<file path="src/design/mrse_pkg.sv">
`timescale 1ns / 1ps
`default_nettype none
// ----------------------------------------------------------------------------
// mrse_pkg: shared types and constants for the rank/select engine
// Request layouts, operation and order codes, and sizing defaults.
// ----------------------------------------------------------------------------
package mrse_pkg;

    // Sizing
    localparam int MRSE_MAX_RECORDS = 1024;
    localparam int MRSE_QDEPTH      = 4;
    localparam int KEY_W            = 31;
    localparam int RANK_W           = 11;
    localparam int OUT_IDX_W        = 10;

    // Operation codes
    localparam logic [1:0] OP_LOAD  = 2'd0;
    localparam logic [1:0] OP_ORDER = 2'd1;
    localparam logic [1:0] OP_QUERY = 2'd2;

    // Order codes
    localparam logic [1:0] ORD_LOAD  = 2'd0;
    localparam logic [1:0] ORD_CHEAP = 2'd1;
    localparam logic [1:0] ORD_DEAR  = 2'd2;
    localparam logic [1:0] ORD_RELEV = 2'd3;

    // Status codes
    localparam logic ST_OK    = 1'b0;
    localparam logic ST_RANGE = 1'b1;

    typedef struct packed {
        logic [1:0]        operation;
        logic [KEY_W-1:0]  price;
        logic [KEY_W-1:0]  relevance;
        logic [1:0]        order_select;
        logic [RANK_W-1:0] rank_position;
    } t_in_item;

    typedef struct packed {
        logic [OUT_IDX_W-1:0] record_index;
        logic                 status;
    } t_out_item;

    // Back end status, seen by the top level checks
    typedef struct packed {
        logic in_load;
        logic lists_busy;
    } t_back_stat;

endpackage : mrse_pkg
`default_nettype wire

</file>
<file path="src/design/mrse_front.sv">
`timescale 1ns / 1ps
`default_nettype none
// ----------------------------------------------------------------------------
// mrse_front: request intake and queue
// Accepts requests, drops unused operation codes, and buffers the rest in a
// short queue for the back end.
// ----------------------------------------------------------------------------
module mrse_front import mrse_pkg::*; (
    input  wire logic     i_clk,
    input  wire logic     i_rst_n,
    input  wire logic     i_in_valid,
    output logic          o_in_stall,
    input  wire t_in_item i_in_data,
    output logic          o_cmd_valid,
    output t_in_item      o_cmd,
    input  wire logic     i_cmd_pop
);

    localparam int PW = $clog2(MRSE_QDEPTH);

    t_in_item        r_q [MRSE_QDEPTH];
    logic [PW-1:0]   r_wr_ptr, r_rd_ptr;
    logic [PW:0]     r_cnt;
    logic            w_full, w_push, w_pop;

    // Classify: only real operations enter the queue
    assign w_full     = (r_cnt == (PW+1)'(MRSE_QDEPTH));
    assign o_in_stall = w_full;
    assign w_push     = i_in_valid && !w_full && (i_in_data.operation inside
                        {OP_LOAD, OP_ORDER, OP_QUERY});
    assign w_pop      = i_cmd_pop && (r_cnt != '0);

    assign o_cmd_valid = (r_cnt != '0);
    assign o_cmd       = r_q[r_rd_ptr];

    // Queue storage
    always_ff @(posedge i_clk) begin
        if (w_push) begin
            r_q[r_wr_ptr] <= i_in_data;
        end
    end

    // Queue pointers
    always_ff @(posedge i_clk) begin
        if (!i_rst_n) begin
            r_wr_ptr <= '0;
            r_rd_ptr <= '0;
            r_cnt    <= '0;
        end else begin
            if (w_push) begin
                r_wr_ptr <= r_wr_ptr + PW'(1);
            end
            if (w_pop) begin
                r_rd_ptr <= r_rd_ptr + PW'(1);
            end
            if (w_push && !w_pop) begin
                r_cnt <= r_cnt + (PW+1)'(1);
            end else if (w_pop && !w_push) begin
                r_cnt <= r_cnt - (PW+1)'(1);
            end
        end
    end

endmodule : mrse_front
`default_nettype wire

</file>
<file path="config.mk">
export PLATFORM = sky130hd
export DESIGN_NAME = mrse_front
export DESIGN_NICKNAME = d
export VERILOG_FILES = /design/src/design/mrse_pkg.sv /design/src/design/mrse_front.sv
export SDC_FILE = /design/constraint.sdc
export NUM_CORES = 1
export LEC_CHECK = 0
export ABC_AREA = 1
export BUFFER_PORTS_ARGS = -buffer_cell sky130_fd_sc_hd__buf_4
export CAP_MARGIN = 0
export CORE_MARGIN = 5
export CORE_UTILIZATION = 55
export CTS_CLUSTER_DIAMETER = 60
export DETAILED_ROUTE_END_ITERATION = 10
export HOLD_SLACK_MARGIN = 0.06
export PLACE_DENSITY = 0.84
export SETUP_SLACK_MARGIN = 0.02
export SYNTH_ARGS = -nofsm -noshare
export SYNTH_HDL_FRONTEND = slang
export SYNTH_SLANG_ARGS = --single-unit
</file>
<file path="constraint.sdc">
create_clock -name i_clk -period 7.15 [get_ports i_clk]
set_input_delay 2.145 -clock i_clk [delete_from_list [all_inputs] [get_ports i_clk]]
set_output_delay 2.145 -clock i_clk [all_outputs]
set_load 0.03 [all_outputs]
</file>
==> flow_summary.json <==
{
  "clkTransAtPathRegs_ns": 0.06,
  "p_leak_nw": 4.97,
  "crit_type": "reg -> out",
  "row_count": 53,
  "postCtsSetupBuffers": 0,
  "holdPathStages": 2,
  "avgSynthCellArea_sq_um": 14.6,
  "synth_top_area_share_pct": 77.7,
  "synth_area_sq_um": 11900,
  "maxCapViolCount": 0,
  "syn_inst": 815,
  "finalSetupViolCount": 0,
  "antenna_found_initial": 0,
  "cp_common_cell": "buf_4",
  "drive_gt1_share_pct": 21.8,
  "n_antenna_cell": 0,
  "swShare_pct": 33.1,
  "nFillCells": 1487,
  "drt-pass1-iter-count": 4,
  "slew_violations": 0,
  "path_cells": "buf_4, o21ai_0, o22ai_1, buf_4",
  "grt_pass1_wl_microns": 38800,
  "core_sq_um": 21200,
  "register_area_sq_um": 9430,
  "crit_fanout": 98,
  "grt.total_usage_pct": 19.9,
  "routed_wl_microns": 24900,
  "max_stage_delay_ns": 1.00,
  "fin_crit_ns": 5.05,
  "critical_path_arrival_ns": 2.91,
  "yosys_warnings": 0,
  "cts.repair.resized": 0,
  "r2r_cells": 5,
  "max_freq_ghz": 0.198,
  "cts.sink_count": 317,
  "hpwl_microns": 13800,
  "pwr-share-seq_pct": 43.4,
  "area_growth_pct": 19.1,
  "drt_iter0_drc": 654,
  "rrSetupSlack_ns": 4.51,
  "clock_skew_ns": 0.0131,
  "multi_input_area_sq_um": 2120,
  "relSlewSlack_pct": 22.9,
  "grt_pass1_vias": 7367,
  "yosysTopAreaCell": "edfxtp_1",
  "synthFlopType": "edfxtp_1",
  "wire_per_inst_microns": 19.7,
  "clk_latency_ns": 0.55,
  "die_h_microns": 157,
  "seq_area_frac_synth_pct": 79.2,
  "grt_setup_unrepaired": "false",
  "async_reset_ff_share_pct": 0,
  "clkPwrFrac_pct": 28.5,
  "yosys.cell_types.count": 24,
  "synth_commonest_cells": "edfxtp_1 (308), nor2_1 (168), o21ai_0 (150)",
  "synth_nets": 902,
  "finalCritPeriodShare_pct": 70.7,
  "cts_tree": "done",
  "slowest_stage": "dfxtp_4",
  "drc": 0,
  "cts-buffers-inserted": 31,
  "powerDensity_nw_per_um2": 373,
  "ioPinCount": 160,
  "gr-total-overflow": 0,
  "setup_tns_ns": 0,
  "die-area_sq_um": 24700,
  "cp-end-kind": "output pin",
  "outcome": "completed",
  "hold_viol_final": 0,
  "port_buffers": 159,
  "power.internal_mw": 3.54,
  "worstReg2RegEnd": "r_q[3][69]$_DFFE_PP_",
  "ant_nets": 0,
  "max-vdd-ir-drop_mv": 0.281,
  "fp.dieW_microns": 157,
  "worstSetupStartpointType": "register",
  "vias": 7160,
  "cts-root-buf": "clkbuf_16",
  "combPwrFrac_pct": 28.1,
  "tightest_slew_ns": 1.15,
  "grt_max_degree": 155,
  "via_per_inst": 5.66,
  "critPathRequiredTime_ns": 5.01,
  "hold_path.startpoint": "r_rd_ptr[0]$_SDFFE_PN0P_",
  "finalNetCount": 1054,
  "synth_area_leaders": "edfxtp_1 (78%), o21ai_0 (6.3%), nor2_1 (5.3%), o22ai_1 (4.0%), dfxtp_1 (1.5%)",
  "post-synth-top-count-cell": "edfxtp_1",
  "synth-edff-count": 308,
  "cts_buffer_depth": 3,
  "hold_class": "reg -> reg",
  "initial_utilization_pct": 56.3,
  "cts-htree-levels": 1,
  "fin_util_pct": 67.0,
  "ctsHoldBuffers": 0,
  "ys_seq_elements": 317,
  "r2r_start": "r_cnt[0]$_SDFFE_PN0P_",
  "power.net_switching_mw": 1.75,
  "gp_congestion": 0.741,
  "worstHoldEndpoint": "r_rd_ptr[0]$_SDFFE_PN0P_"
}
-- placed cells by master (no fill, tap or decap), types with 5 or more instances in the layout --
| cell type | n |
|---|---|
| o21ai_1 | 5 |
| nor2_1 | 164 |
| o21ai_0 | 150 |
| clkinv_1 | 11 |
| clkbuf_1 | 7 |
| buf_4 | 168 |
| clkbuf_16 | 31 |
| dfxtp_1 | 7 |
| ha_1 | 5 |
| nand2_1 | 15 |
| inv_1 | 16 |
| edfxtp_1 | 308 |
| o22ai_1 | 76 |
-- per-stage QoR --
stage | hold slack (ns) | std cells | instance area (sq um) | total power [mW] | worst slack (ns)
2_1_floorplan | 0.465 | 815 | 11900 | 3.31 | 0.928
3_3_place_gp | 0.479 | 1209 | 13200 | 3.80 | 2.52
3_5_place_dp | 0.504 | 1209 | 13200 | 3.84 | 2.48
4_1_cts | 0.514 | 1266 | 14200 | 5.34 | 2.06
5_1_grt | 0.549 | 1266 | 14200 | 5.54 | 1.83
6_report | 0.520 | 1266 | 14200 | 5.29 | 2.10
-- critical path, delay by kind of cell, from the launching register on --
family / cells / cell delay [ns]
AOI/OAI and AO/OA: 2 / 0.48
DFF: 1 / 1.00
buffers and inverters: 2 / 0.84
-- registers in the layout, indices dropped and copies added (netlist names), named ones only --
signal / count
r_q: 308
r_cnt: 3
r_rd_ptr: 2
r_wr_ptr: 2
-- area by class of cell --
type	count	share of cell area, %
inverters	18	0.529
clock buffers	38	5.66
flip-flops and latches	317	66.5
clock inverters	19	1.01
multi-input cells	431	14.9
repair buffers	168	8.89
well taps	275	2.43
-- kinds of logic (layout without fill, tap and decap cells) --
family | Yosys count | in the layout | synth area share (%)
AO/OA/AOI/OAI | 236 | 236 | 10.8
XOR/XNOR | 1 | 1 | 0.0736
adder cells (fa/ha/maj) | 6 | 6 | 0.693
buffers and inverters | 67 | 243 | 3.29
flip-flops | 317 | 317 | 79.2
AND/OR/NAND/NOR | 188 | 188 | 6.00
-- power by group through the flow --
stage / registers, mW / logic (mW) / clock network, mW
finish: 2.30 / 1.49 / 1.51
global route: 2.32 / 1.61 / 1.61
CTS: 2.30 / 1.51 / 1.53
detailed placement: 2.34 / 1.50 / 0
global placement: 2.33 / 1.48 / 0
floorplan: 2.29 / 1.02 / 0
-- routing by layer --
metal	GRT usage (%)	routed length, microns
met3	3.90	1830
met1	26.7	10100
met2	34.2	12600
met4	4.71	335
met5	0	0
-- worst max-delay path by stage --
stage,endpoint,start,slack (ns),cells after the start
2_1_floorplan,r_q[0][0]$_DFFE_PP_,i_in_valid,0.93,4
3_3_place_gp,r_q[3][58]$_DFFE_PP_,i_in_data[75],2.52,5
3_5_place_dp,r_q[3][64]$_DFFE_PP_,i_in_data[75],2.48,5
4_1_cts,o_cmd[67],register,2.06,4
5_1_grt,o_cmd[1],register,1.83,4
6_report,o_cmd[67],register,2.10,4
Note: power is estimated with default switching activity, not from simulation.
